**src/sv/hmt_pkg.sv**
```systemverilog
// Shared types and constants of the heartbeat membership table.
`default_nettype none
package hmt_pkg;

  localparam int TABLE_DEPTH = 16;
  localparam int MAX_RESULTS = 32;
  localparam int CNT_W = $clog2(MAX_RESULTS + 1);

  // Input opcodes
  localparam logic [1:0] OP_JOIN_REQ = 2'd0;
  localparam logic [1:0] OP_JOIN_REP = 2'd1;
  localparam logic [1:0] OP_HEARTBEAT = 2'd2;
  localparam logic [1:0] OP_TICK = 2'd3;

  // Result kinds
  localparam logic [1:0] EV_REPLY = 2'd0;
  localparam logic [1:0] EV_ADDED = 2'd1;
  localparam logic [1:0] EV_REMOVED = 2'd2;
  localparam logic [1:0] EV_BEAT = 2'd3;

  // Probe modes
  localparam logic [1:0] MODE_SEARCH = 2'd0;
  localparam logic [1:0] MODE_EXPIRE = 2'd1;
  localparam logic [1:0] MODE_BEAT = 2'd2;

  // Register indexes
  localparam logic [1:0] REG_OWN_ID = 2'd0;
  localparam logic [1:0] REG_OWN_PORT = 2'd1;
  localparam logic [1:0] REG_TIMEOUT = 2'd2;
  localparam logic [1:0] REG_INTRO = 2'd3;

  localparam logic [15:0] TIMEOUT_RESET = 16'd20;

  typedef struct packed {
    logic [1:0]  opcode;
    logic [31:0] sender_id;
    logic [15:0] sender_port;
    logic [31:0] sender_heartbeat;
  } in_word_t;

  typedef struct packed {
    logic [1:0]  event_kind;
    logic [31:0] dest_id;
    logic [15:0] dest_port;
    logic [31:0] beat_value;
    logic        last;
  } out_word_t;

  typedef struct packed {
    logic        valid;
    logic [1:0]  mode;
    logic [31:0] id;
    logic [15:0] port;
    logic [31:0] beat;
    logic        found;
    logic        free_seen;
  } probe_t;

  typedef struct packed {
    logic        req;
    logic [1:0]  kind;
    logic [31:0] id;
    logic [15:0] port;
  } emit_t;

  typedef struct packed {
    logic        en;
    logic [31:0] id;
    logic [15:0] port;
    logic [31:0] beat;
  } insert_t;

endpackage
`default_nettype wire

```
**src/sv/hmt_cell.sv**
```systemverilog
// One member slot of the table with its probe register.
`default_nettype none
module hmt_cell (
  input  wire                  clk_i,
  input  wire                  rst_ni,
  input  wire                  adv_i,
  input  hmt_pkg::probe_t      probe_i,
  output hmt_pkg::probe_t      probe_o,
  input  wire [31:0]           time_i,
  input  wire [15:0]           timeout_i,
  input  hmt_pkg::insert_t     ins_i,
  output hmt_pkg::emit_t       emit_o
);

  logic            valid_q, valid_d;
  logic            cand_q, cand_d;
  logic [31:0]     id_q, beat_q, stamp_q;
  logic [15:0]     port_q;
  hmt_pkg::probe_t probe_q, probe_d;
  logic            probe_vq;
  logic            hit, old;
  logic [31:0]     age;
  logic            upd;

  assign hit = valid_q && (id_q == probe_i.id) && (port_q == probe_i.port);
  assign age = (time_i >= stamp_q) ? (time_i - stamp_q) : 32'd0;
  assign old = age > {16'd0, timeout_i};
  assign upd = adv_i && probe_i.valid && (probe_i.mode == hmt_pkg::MODE_SEARCH)
               && hit && !probe_i.found && (probe_i.beat > beat_q);

  always_comb begin
    probe_d = probe_i;
    valid_d = valid_q;
    cand_d  = cand_q;
    emit_o  = '0;
    emit_o.id   = id_q;
    emit_o.port = port_q;
    if (probe_i.valid) begin
      case (probe_i.mode)
        hmt_pkg::MODE_SEARCH: begin
          probe_d.found     = probe_i.found | hit;
          probe_d.free_seen = probe_i.free_seen | !valid_q;
          if (adv_i) begin
            cand_d = !valid_q && !probe_i.free_seen;
          end
        end
        hmt_pkg::MODE_EXPIRE: begin
          if (valid_q && old) begin
            emit_o.req  = 1'b1;
            emit_o.kind = hmt_pkg::EV_REMOVED;
            if (adv_i) begin
              valid_d = 1'b0;
            end
          end
        end
        hmt_pkg::MODE_BEAT: begin
          if (valid_q && !hit) begin
            emit_o.req  = 1'b1;
            emit_o.kind = hmt_pkg::EV_BEAT;
          end
        end
        default: begin
        end
      endcase
    end
    if (ins_i.en && cand_q) begin
      valid_d = 1'b1;
    end
  end

  always_ff @(posedge clk_i or negedge rst_ni) begin
    if (!rst_ni) begin
      valid_q  <= 1'b0;
      cand_q   <= 1'b0;
      probe_vq <= 1'b0;
    end else begin
      valid_q <= valid_d;
      cand_q  <= cand_d;
      if (adv_i) begin
        probe_vq <= probe_d.valid;
      end
    end
  end

  always_ff @(posedge clk_i) begin
    if (adv_i) begin
      probe_q <= probe_d;
    end
    if (ins_i.en && cand_q) begin
      id_q    <= ins_i.id;
      port_q  <= ins_i.port;
      beat_q  <= ins_i.beat;
      stamp_q <= time_i;
    end else if (upd) begin
      beat_q  <= probe_i.beat;
      stamp_q <= time_i;
    end
  end

  always_comb begin
    probe_o       = probe_q;
    probe_o.valid = probe_vq;
  end

endmodule
`default_nettype wire

```
**config.mk**
```make
export PLATFORM = sky130hd
export DESIGN_NAME = hmt_cell
export DESIGN_NICKNAME = d
export VERILOG_FILES = /design/src/sv/hmt_pkg.sv /design/src/sv/hmt_cell.sv
export SDC_FILE = /design/constraint.sdc
export NUM_CORES = 1
export LEC_CHECK = 0
export BUFFER_PORTS_ARGS = -buffer_cell sky130_fd_sc_hd__buf_2
export CORE_AREA = 2 2 142 199
export DETAILED_ROUTE_END_ITERATION = 16
export DIE_AREA = 0 0 144 201
export PLACE_DENSITY = 0.64
export SLEW_MARGIN = 20
export SYNTH_ARGS = -nofsm -noshare
export SYNTH_HDL_FRONTEND = slang
export SYNTH_SLANG_ARGS = --single-unit
export TNS_END_PERCENT = 50
```
**constraint.sdc**
```tcl
create_clock -name clk_i -period 6.7 [get_ports clk_i]
set_clock_uncertainty 0.15 [all_clocks]
set_input_delay 0 -clock clk_i [delete_from_list [all_inputs] [get_ports clk_i]]
set_output_delay 0 -clock clk_i [all_outputs]
set_load 0.02 [all_outputs]
```
==> metrics.md <==
| Metric | Value |
|---|---|
| Status | finished clean |
| Dominant cell type by area after synthesis | edfxtp_1 |
| Max FO, Critical Path | 16 |
| First-pass GRT wire length | ~55 mm |
| Initial antenna violation count | 3 |
| Post-Syn Nets | around 1200 |
| Vias per cell | approximately 5.3 |
| Ranking of synthesized cells by area | edfxtp_1 55%, ha_1 9.7%, mux2_2 3.6%, inv_1 3.5%, a21oi_1 2.5% |
| Setup tns final | 0 ps |
| Skew-Pair Late Insertion Delay | 450 ps |
| Final setup viols | 0 |
| DR pass1 iterations | 6 |
| Initial core utilization | between 30% and 40% |
| Clock Tree Buf Depth | 2 |
| Layout area overhead | 44.9% |
| Core ar. | 27300 um2 |
| Fin worst setup slack | ~670 ps |
| Commonest cells post-synth | 196 x edfxtp_1, 100 x inv_1, 83 x ha_1 |
| Avg WL per Cell | 20.7 um |
| Worst EP arrival | between 5000 and 6000 ps |
| Async set or reset register ratio after synthesis | about 1.5% |
| Final min period | 6030 ps |
| Leakage power | 0.00662 uW |
| GP Congestion | 0.935 |
| I/O Buffers | approximately 350 |
| GRT Util Overall | about 26% |
| Worst Tran Pin Value | 1040 ps |
| PwrDens | 215 nW/um2 |
| Worst-path clk slew | approximately 80 ps |
| Yosys cell types | 69 |
| Top-area cell type share of the netlist area | between 50% and 60% |
| Fin nets | 1736 |
| Syn Inst Count | 881 |
| Top FF cell, synth | edfxtp_1 |
| Boundary pin count | about 350 |
| GR Overflow Total | 0 |
| Final Core Density | 56.7% |
| EDFF count, synth | a little under 200 |
| Number of global-route vias before repair | 9820 |
| Site Rows | a little over 70 |
| Crit start category | register |
| DRC | 0 |
| Final hold slack | around 110 ps |
| Die Y | about 200 um |
| FMAX | between 0.15 and 0.2 GHz |
| Count of clock tree sinks | 199 |
| Slew HR | between 30% and 40% |
| CTS tree | built |
| Share of layout cells above drive strength 1 | 30.1% |
| Max-Cap Viols | 0 |
| Pins Over Slew Limit | 0 |
| DP Wirelength | roughly 27 mm |
| RSZ-0062 raised after global routing | false |
| Via count | 9561 |
| Dpl ws | about 1200 ps |
| Yosys warnings | 0 |
| Root buf cell | clkbuf_16 |
| Cts bufs inserted | 17 |
| Syn Area/Cell | approximately 12 um2 |
| Routed Antenna Nets | 0 |
| Netlist Area Pre-Place | between 10000 and 15000 um2 |
| Largest net degree at the start of global routing | 77 |
| Most frequent cell after synthesis | edfxtp_1 |
| Die ar. | slightly below 30000 um2 |
| VDD IR-drop max | between 0.00015 and 0.0002 V |
| Die W | 144 um |
| Initial drt markers | between 500 and 600 |
| Worst hold path class | in -> reg |
| Post-CTS setup buffers | 0 |
| CTS H-tree depth | 4 |
| Drt total wl | 37.7 mm |
| Overall Power | 3320 uW |
| Critical Path RT | 6550 ps |
| WS Path Type | reg -> out |
| Tcrit/Tclk final | between 80% and 90% |
| Register area share after synthesis | 55.8% |
| Final hold violations | 0 |
| FF+latch count, synth | around 200 |
| CP Capture Type | primary output |
## flip-flops by register name, summed over array words and instances, names as in the netlist
name / count
cand_q: 1
beat_q: 32
stamp_q: 32
valid_q: 1
probe_vq: 1
probe_o: 84
port_q: 16
id_q: 32
## report_power, final
group	internal, uW	switching (uW)
Clock	507	535
Combinational	324	437
Sequential	1480	41.6
Total	2310	1010
## cell type report
type	count	area [um2]
inverter	100	375
timing repair buffer	559	3830
multi-input combinational	558	4250
clock inverter	15	176
fill	2216	11800
antenna	3	7.51
sequential	199	5960
tap	370	463
clock buffer	17	425
## through the flow
step	cells	cell area, um2
finish	1821	15500
global placement	1583	12800
detailed placement	1583	12800
floorplan	881	10700
CTS	1818	15500
global route	1821	15500
## cells by family after synthesis
| logic type | after synthesis | share of synthesized area [%] |
|---|---|---|
| adder cells (fa/ha/maj) | 84 | 9.91 |
| flip-flops | 199 | 55.8 |
| XOR/XNOR | 56 | 4.59 |
| multiplexers | 34 | 3.58 |
| AO/OA/AOI/OAI | 189 | 11.9 |
| buffers and inverters | 124 | 4.60 |
| AND/OR/NAND/NOR | 195 | 9.62 |
## critical path, cell delays in order (launching register included)
cell and delay, ps:
edfxtp_1 330, ha_1 150, inv_1 50, fa_1 420, a211oi_1 330, o211ai_1 140
a21oi_1 510, a21oi_1 150, o2111ai_1 200, a21boi_0 130, nor2_1 120, buf_4 220
nor2_1 70, ha_1 280, a2111oi_0 450, o21ai_0 160, a2111oi_0 400, a31oi_1 140
nor4_2 290, nand3b_1 160, nor3_2 280, o31ai_1 180, buf_2 250
## worst paths after layout
| kind | startpoint | endpoint | slack, ps | cells after the start |
|---|---|---|---|---|
| setup / recovery | stamp_q[0] | emit_o[49] | 670 | 22 |
| hold / removal | ins_i[47] | port_q[15] | 110 | 2 |
| setup reg to reg | stamp_q[0] | valid_q | 1310 | 21 |
| hold reg to reg | probe_vq | probe_vq | 370 | 1 |
| max in group asynchronous | rst_ni | probe_vq | 5870 | 3 |
| min in group asynchronous | rst_ni | valid_q | 330 | 3 |
## placed cells by master (no fill, tap or decap), types with 10 or more instances in the layout
cell type and n:
nand2_1 44, mux2_2 34, inv_1 100, xnor2_1 28
nor3_1 10, ha_1 83, o21ai_0 24, xor2_1 28
buf_2 351, nor2_1 37, edfxtp_1 196, o21a_1 13
nor4_1 11, nand3_1 14, clkbuf_16 17, nand4_1 27
a21oi_1 53, dlygate4sd3_1 203, a21o_1 12
## routing by layer
layer | track usage [%] | vias to the layer above | share of wire [%]
li1 | - | 4415 | -
met1 | 26.5 | 4561 | 35
met2 | 44.7 | 471 | 50
met3 | 8.71 | 114 | 9.1
met4 | 14.4 | 0 | 5.3
met5 | 0 | - | 0
## repair_timing
action | CTS | global route
resized for setup | 0 | 0
hold buffers | 203 | 0
endpoints found under the hold margin | 224 | 0
No activity file was read; power rests on OpenSTA's default activity.
