**src/sv/hmt_pkg.sv**
```systemverilog
// Shared types and constants of the heartbeat membership table.
`default_nettype none
package hmt_pkg;

  localparam int TABLE_DEPTH = 16;
  localparam int MAX_RESULTS = 32;
  localparam int CNT_W = $clog2(MAX_RESULTS + 1);

  // Input opcodes
  localparam logic [1:0] OP_JOIN_REQ = 2'd0;
  localparam logic [1:0] OP_JOIN_REP = 2'd1;
  localparam logic [1:0] OP_HEARTBEAT = 2'd2;
  localparam logic [1:0] OP_TICK = 2'd3;

  // Result kinds
  localparam logic [1:0] EV_REPLY = 2'd0;
  localparam logic [1:0] EV_ADDED = 2'd1;
  localparam logic [1:0] EV_REMOVED = 2'd2;
  localparam logic [1:0] EV_BEAT = 2'd3;

  // Probe modes
  localparam logic [1:0] MODE_SEARCH = 2'd0;
  localparam logic [1:0] MODE_EXPIRE = 2'd1;
  localparam logic [1:0] MODE_BEAT = 2'd2;

  // Register indexes
  localparam logic [1:0] REG_OWN_ID = 2'd0;
  localparam logic [1:0] REG_OWN_PORT = 2'd1;
  localparam logic [1:0] REG_TIMEOUT = 2'd2;
  localparam logic [1:0] REG_INTRO = 2'd3;

  localparam logic [15:0] TIMEOUT_RESET = 16'd20;

  typedef struct packed {
    logic [1:0]  opcode;
    logic [31:0] sender_id;
    logic [15:0] sender_port;
    logic [31:0] sender_heartbeat;
  } in_word_t;

  typedef struct packed {
    logic [1:0]  event_kind;
    logic [31:0] dest_id;
    logic [15:0] dest_port;
    logic [31:0] beat_value;
    logic        last;
  } out_word_t;

  typedef struct packed {
    logic        valid;
    logic [1:0]  mode;
    logic [31:0] id;
    logic [15:0] port;
    logic [31:0] beat;
    logic        found;
    logic        free_seen;
  } probe_t;

  typedef struct packed {
    logic        req;
    logic [1:0]  kind;
    logic [31:0] id;
    logic [15:0] port;
  } emit_t;

  typedef struct packed {
    logic        en;
    logic [31:0] id;
    logic [15:0] port;
    logic [31:0] beat;
  } insert_t;

endpackage
`default_nettype wire

```
**src/sv/hmt_out_stage.sv**
```systemverilog
// Result hold-back and output register; sets the last flag.
`default_nettype none
module hmt_out_stage (
  input  wire                  clk_i,
  input  wire                  rst_ni,
  input  wire                  push_i,
  input  hmt_pkg::out_word_t   push_word_i,
  input  wire                  fin_i,
  output logic                 push_ok_o,
  output logic                 fin_ok_o,
  output logic                 out_valid_o,
  output hmt_pkg::out_word_t   out_word_o,
  input  wire                  out_stall_i
);

  localparam int WordW = $bits(hmt_pkg::out_word_t);

  logic               pend_vq, out_vq;
  hmt_pkg::out_word_t pend_q, out_q;
  logic               out_free;

  assign out_free  = !out_vq || !out_stall_i;
  assign push_ok_o = !pend_vq || out_free;
  assign fin_ok_o  = push_ok_o;

  always_ff @(posedge clk_i or negedge rst_ni) begin
    if (!rst_ni) begin
      pend_vq <= 1'b0;
      out_vq  <= 1'b0;
    end else begin
      if (push_i) begin
        pend_vq <= 1'b1;
        if (pend_vq) begin
          out_vq <= 1'b1;
        end else if (!out_stall_i) begin
          out_vq <= 1'b0;
        end
      end else if (fin_i && pend_vq) begin
        pend_vq <= 1'b0;
        out_vq  <= 1'b1;
      end else if (!out_stall_i) begin
        out_vq <= 1'b0;
      end
    end
  end

  // Clear last on entry; set it only when the whole message or tick finishes.
  always_ff @(posedge clk_i) begin
    if (push_i) begin
      pend_q <= {push_word_i[WordW-1:1], 1'b0};
      if (pend_vq) begin
        out_q <= {pend_q[WordW-1:1], 1'b0};
      end
    end else if (fin_i && pend_vq) begin
      out_q <= {pend_q[WordW-1:1], 1'b1};
    end
  end

  assign out_valid_o = out_vq;
  assign out_word_o  = out_q;

endmodule
`default_nettype wire
```
**config.mk**
```make
export PLATFORM = sky130hd
export DESIGN_NAME = hmt_out_stage
export DESIGN_NICKNAME = d
export VERILOG_FILES = /design/src/sv/hmt_pkg.sv /design/src/sv/hmt_out_stage.sv
export SDC_FILE = /design/constraint.sdc
export NUM_CORES = 1
export LEC_CHECK = 0
export BUFFER_PORTS_ARGS = -buffer_cell sky130_fd_sc_hd__buf_2
export CORE_AREA = 2 2 116 118
export CTS_BUF_LIST = sky130_fd_sc_hd__clkbuf_8 sky130_fd_sc_hd__clkbuf_16
export DETAILED_ROUTE_END_ITERATION = 6
export DIE_AREA = 0 0 118 120
export PLACE_DENSITY = 0.72
export SYNTH_ARGS = -nofsm -noshare
export SYNTH_HDL_FRONTEND = slang
export SYNTH_SLANG_ARGS = --single-unit
```
**constraint.sdc**
```tcl
create_clock -name clk_i -period 3 [get_ports clk_i]
set_input_delay 0.75 -clock clk_i [delete_from_list [all_inputs] [get_ports clk_i]]
set_output_delay 0.75 -clock clk_i [all_outputs]
set_load 0.1 [all_outputs]
```
==> results.yml, run 1 <==
detailed_routing:
  drc_errors: 0
  via_per_inst: 4.17
  vias: 2324
  wire_per_inst_um: 14.7
  antenna_left: 0
  dr.pass1.iters: 5
  drt_iter0_drc: 97
  drt-total-wl_mm: 8.21
place:
  dpl_cell_area_sq_mm: 0.00616
  port_buffers: 172
  hpwl_mm: 5.64
  routabilityCongestion: 0.673
  pre_cts_ws_ns: 0.895
  dp.cells: 525
yosys:
  synth_top_cell_area_share: 0.982
  syn_inst: 174
  yosysTopAreaCell: "edfxtp_1"
  netlist_top_cells_area: "edfxtp_1, dfrtp_1, a21o_1, buf_4, inv_1"
  synth.avg_cell_area_sq_um: 29.0
  async_flop_share: 0.0120
  synth_edf_count: 165
  ys_top_cells_by_count: "edfxtp_1, dfrtp_1, inv_1"
  ys_ff_latch: 167
  synthMostInstantiatedCell: "edfxtp_1"
  yosysUniqueCellTypes: 8
  netlist_area_sq_mm: 0.00504
  synth_warnings: 0
  syn_nets: 262
  seq_area_frac_synth: 0.992
  synth-main-ff-cell: "edfxtp_1"
final_layout:
  fin_cells: 557
  layout-drive-gt1-share: 0.533
  nNetsFinal: 456
  area.growth.synth_to_final_pct: 32.6
  stdcell_area_sq_mm: 0.00669
  n_antenna_cell: 0
die:
  dieWidth_um: 118
  die_h_um: 120
  rows: 42
  pin_count: 174
  start_util: 0.389
  dieArea_sq_mm: 0.0142
  core_sq_mm: 0.0130
timing:
  setup_slack_ns: 0.900
  period_minus_slack_ns: 2.10
  worstMarginPinSlew_ns: 0.574
  finalSetupViolations: 0
  max_freq_ghz: 0.476
  final_hold_viol_count: 0
  rsz0062_at_grt: "false"
  max_slew_margin: 0.617
  finalCritPeriodShare: 0.700
  drv_slew: 0
  finalSetupTns_ns: 0
  fin_skew_ns: 0.00471
clocking:
  cts_tree: "yes"
  cts_sinks: 167
  cts_buffers: 17
  root_buffer: "clkbuf_16"
  cts-htree-levels: 4
  post_cts_buffers: 0
  clk_latency_ns: 0.40
  cts.hold.buffers_added: 0
  cts_buffer_depth: 2
  clkSlewWorstSetupHoldPaths_ns: 0.06
  post_cts_resized: 0
pwr:
  p_leak_nw: 2.63
  clock_power_share: 0.334
  powerDensity_mw_per_mm2: 848
  power.internal_mw: 4.02
  peakVddDrop_mv: 0.410
  p_comb_frac: 0.165
  seq_power_share: 0.501
  switching_power_mw: 1.66
  switching_share: 0.292
  power_mw: 5.67
worst_setup_path:
  cpMostUsedCell: "buf_2"
  critical_path.cell_chain: "buf_2, nand3_2, buf_2"
  cp-end-kind: "primary output"
  crit_slowest_cell: "buf_2"
  worstPathArrival_ns: 1.35
  critPathBufInv: 2
  critical_path_peak_fanout: 2
  startpoint_type: "primary input"
  criticalPathCategory: "primary input to primary output"
  max_stage_delay_ns: 0.42
  cp.required_ns: 2.25
  critPathTopFamily: "buffers and inverters"
grt:
  grt_pass1_wl_mm: 12.9
  grt_pass1_vias: 2500
  antenna_found_initial: 0
  grt_overflow: 0
  track_usage: 0.124
  grt_max_degree: 46
hold_path:
  hp-class: "primary input to asynchronous set/reset pin"
flow_run:
  drv_cap: 0
run_status:
  status: "completed"
-- cells in the final DEF, fill, tap and decap left out --
cell and count:
o21a_4 1, clkinvlp_4 2, o21ai_0 1, bufinv_16 1, inv_1 7, clkinv_4 1
clkinv_2 4, edfxtp_1 165, clkbuf_16 17, buf_4 5, dfrtp_1 2, buf_2 171
nand3_2 1, a21o_1 1, clkinv_1 2
-- kinds of logic after synthesis --
kind of cell | after synthesis | share of synthesized area
DFF | 167 | 0.992
AOI/OAI and AO/OA | 3 | 0.00397
and+or+nand+nor | 1 | 0.000991
buffers and inverters | 3 | 0.00298
-- layout make-up --
class	count	area [sq um]
repair buffers	176	893
clock inverters	15	100
flip-flops and latches	167	5000
fillers	1080	6290
clock buffers	17	425
well taps	176	220
inverters	2	7.51
multi-input cells	4	37.5
-- state kept, by name, summed over array words and instances, names as in the netlist --
register and cells:
out_word_o 83, out_valid_o 1, pend_vq 1, pend_q 82
-- power by group through the flow --
stage	combinational, mW	sequential [mW]	clock (mW)
floorplan	0.0470	3.59	0
global placement	0.938	2.88	0
detailed placement	0.944	2.89	0
CTS	0.944	2.84	1.95
global route	0.962	2.86	2.06
finish	0.935	2.84	1.90
-- metrics by stage --
step | util | hold slack [ns]
after floorplan | - | 0.400
after detailed placement | 0.475 | 0.405
after global routing | 0.515 | 0.0914
after global placement | 0.475 | 0.400
final | 0.515 | 0.117
after CTS | 0.515 | 0.0928
-- worst reg2reg max path: stages (launching register included) --
cell and delay (ns):
dfrtp_1 0.39, o21a_4 0.14, buf_4 0.46
-- layer usage --
| metal | part of all wire | global-route usage | vias up |
|---|---|---|---|
| li1 | - | - | 1090 |
| met3 | 0.086 | 0.0599 | 10 |
| met4 | 0.014 | 0.0655 | 0 |
| met2 | 0.50 | 0.198 | 112 |
| met1 | 0.40 | 0.137 | 1112 |
| met5 | 0 | 0 | - |
-- path summary, 6_finish.rpt --
check | from | cells after the start | slack, ns | endpoint
worst max-delay path | out_stall_i | 3 | 0.90 | push_ok_o
worst min-delay path | rst_ni | 1 | 0.12 | out_valid_o
worst max register to register | pend_vq | 2 | 1.60 | out_word_o[42]
worst min register to register | pend_q[58] | 0 | 0.41 | out_word_o[58]
max in group asynchronous | rst_ni | 1 | 2.79 | pend_vq
min in group clk_i | pend_q[58] | 0 | 0.41 | out_word_o[58]
No activity file was read; power rests on OpenSTA's default activity.
==> inputs of run 2 (changes only) <==
ABC_AREA = 1   (was default)
clock period = 2.1 ns   (was 3 ns; I/O delays follow)
==> run 2 against run 1 <==
- non-clock buffer count stayed put
- sequential share of layout area is 0.93 points lower
- count of clock-buffer cells in the layout stayed put
- routed wire length is 1.6% lower
- sequential power is 43% higher
- synthesized cell count is 1.1% higher
- core utilization is 0.67 points higher
- clock skew is 0.0016 ns higher
- combinational power is 43% higher
- via count is 0.95% lower
- synthesized area is 0.17% higher
- worst setup slack worse by 0.68 ns
- critical endpoint is now fin_ok_o
==> results.yml, run 2 <==
run_status:
  status: "completed"
detailed_routing:
  wire_per_inst_um: 14.5
  drc_errors: 0
  antenna_left: 0
  dr.pass1.iters: 4
  vias: 2302
  drt-total-wl_mm: 8.07
  drt_iter0_drc: 125
  via_per_inst: 4.13
yosys:
  async_flop_share: 0.0120
  netlist_area_sq_mm: 0.00505
  synth_top_cell_area_share: 0.980
  yosysUniqueCellTypes: 7
  yosysTopAreaCell: "edfxtp_1"
  ys_ff_latch: 167
  synth_edf_count: 165
  synth-main-ff-cell: "edfxtp_1"
  synth.avg_cell_area_sq_um: 28.7
  netlist_top_cells_area: "edfxtp_1, dfrtp_1, o21ai_2, inv_1, buf_4"
  seq_area_frac_synth: 0.990
  syn_nets: 264
  synth_warnings: 0
  ys_top_cells_by_count: "edfxtp_1, inv_1, dfrtp_1, nand2_1, o21ai_2"
  synthMostInstantiatedCell: "edfxtp_1"
  syn_inst: 176
timing:
  worstMarginPinSlew_ns: 0.511
  finalSetupTns_ns: 0
  fin_skew_ns: 0.00631
  finalSetupViolations: 0
  finalCritPeriodShare: 0.895
  rsz0062_at_grt: "false"
  drv_slew: 0
  max_slew_margin: 0.661
  period_minus_slack_ns: 1.88
  max_freq_ghz: 0.532
  final_hold_viol_count: 0
pwr:
  powerDensity_mw_per_mm2: 1230
  p_leak_nw: 2.66
  peakVddDrop_mv: 0.500
  clock_power_share: 0.354
  p_comb_frac: 0.161
  power.internal_mw: 5.99
  seq_power_share: 0.486
  switching_power_mw: 2.37
  switching_share: 0.284
final_layout:
  nNetsFinal: 458
  largest_register_ff_count: 83
  most-common-layout-cells: "buf_2, edfxtp_1, clkbuf_16"
  layout-drive-gt1-share: 0.537
  nFillCells: 1025
  fin_util: 0.522
  n_antenna_cell: 0
  layout_commonest_cell: "buf_2"
  area.growth.synth_to_final_pct: 34.1
die:
  core_sq_mm: 0.0130
  start_util: 0.389
  die_h_um: 120
  rows: 42
  dieArea_sq_mm: 0.0142
  pin_count: 174
  dieWidth_um: 118
worst_setup_path:
  critical_path.cell_chain: "nand3_2, buf_2"
  critPathBufInv: 1
  startpoint_type: "flip-flop"
  critPathTopFamily: "flip-flops"
  cp.required_ns: 1.57
  cp-end-kind: "primary output"
  crit_slowest_cell: "dfrtp_1"
  critical_path_peak_fanout: 3
  worstPathArrival_ns: 1.36
  reg2reg_depth: 3
  criticalPathCategory: "flip-flop to primary output"
  cp_num_cells: 2
  max_stage_delay_ns: 0.43
grt:
  grt_pass1_vias: 2368
  grt_use_met1: 0.141
  antenna_found_initial: 0
  met3_usage: 0.0566
  busiest_layer: "met2"
  grt_pass1_wl_mm: 12.4
  met2_usage: 0.188
  grt_max_degree: 84
  track_usage: 0.121
  grt_overflow: 0
clocking:
  clk_latency_ns: 0.41
  cts.hold.buffers_added: 1
  post_cts_resized: 0
  root_buffer: "clkbuf_16"
  cts_sinks: 167
  cts_buffer_depth: 2
  cts_buffers: 17
  post_cts_buffers: 0
  cts_tree: "yes"
  cts-htree-levels: 4
  clkSlewWorstSetupHoldPaths_ns: 0.06
flow_run:
  drv_cap: 0
place:
  hpwl_mm: 5.49
  routabilityCongestion: 0.657
  port_buffers: 172
hold_path:
  hold_path_depth: 1
  hp-class: "primary input to flip-flop"
[run 2: cell count changes in the layout (fill, tap and decap cells not counted), moves of 2 or more]
cell	change
buf_12	+2
buf_4	-3
bufinv_16	+2
nand2_1	+2
[run 2: cell type report]
cell class	instances	area (sq um)	share of cell area
sequential	167	5010	0.739
timing repair buffer	176	921	0.136
clock buffer	17	425	0.0628
tap	176	220	0.0325
clock inverter	14	145	0.0214
multi-input combinational	5	42.5	0.00628
inverter	3	15.0	0.00222
[run 2: final timing paths]
check                                     start  slack [ns]             end
worst max register to register          pend_vq        0.73  out_word_o[30]
worst max-delay path                    pend_vq        0.22        fin_ok_o
max in group asynchronous                rst_ni        1.56     out_valid_o
worst min-delay path            push_word_i[28]        0.28      pend_q[28]
worst min register to register       pend_q[15]        0.41  out_word_o[15]
min in group asynchronous                rst_ni        0.44     out_valid_o
[run 2: kinds of logic (layout without fill, tap and decap cells)]
group,Yosys count,count (layout),synth area share
AND/OR/NAND/NOR,3,3,0.00248
AO/OA/AOI/OAI,2,2,0.00347
buffers and inverters,4,210,0.00371
flip-flops,167,167,0.990
[run 2: power by group through the flow]
stage	registers [mW]	logic (mW)	clock network, mW
detailed placement	4.13	1.35	0
finish	4.06	1.34	2.96
global placement	4.12	1.35	0
global route	4.09	1.38	3.18
CTS	4.07	1.36	3.04
floorplan	5.13	0.0699	0
[run 2: metrics by stage]
stage	power, mW	std cells	instance area [sq um]	worst slack (ns)	hold slack, ns
2_1_floorplan	5.20	176	5070	-0.195	0.229
3_3_place_gp	5.47	526	6190	0.456	0.309
3_5_place_dp	5.49	526	6190	0.443	0.314
4_1_cts	8.47	558	6780	0.189	0.259
5_1_grt	8.65	558	6780	0.166	0.253
6_report	8.36	558	6780	0.220	0.283
[run 2: worst register-to-register path, stage by stage (launching register included)]
cell        delay (ns)
dfrtp_1           0.43
o21ai_4           0.09
clkinvlp_4        0.09
buf_4             0.39
[run 2: layer usage]
layer | routed length (um) | share of wire
met2 | 4040 | 0.50
met3 | 577 | 0.071
met4 | 128 | 0.016
met5 | 0 | 0
met1 | 3330 | 0.41
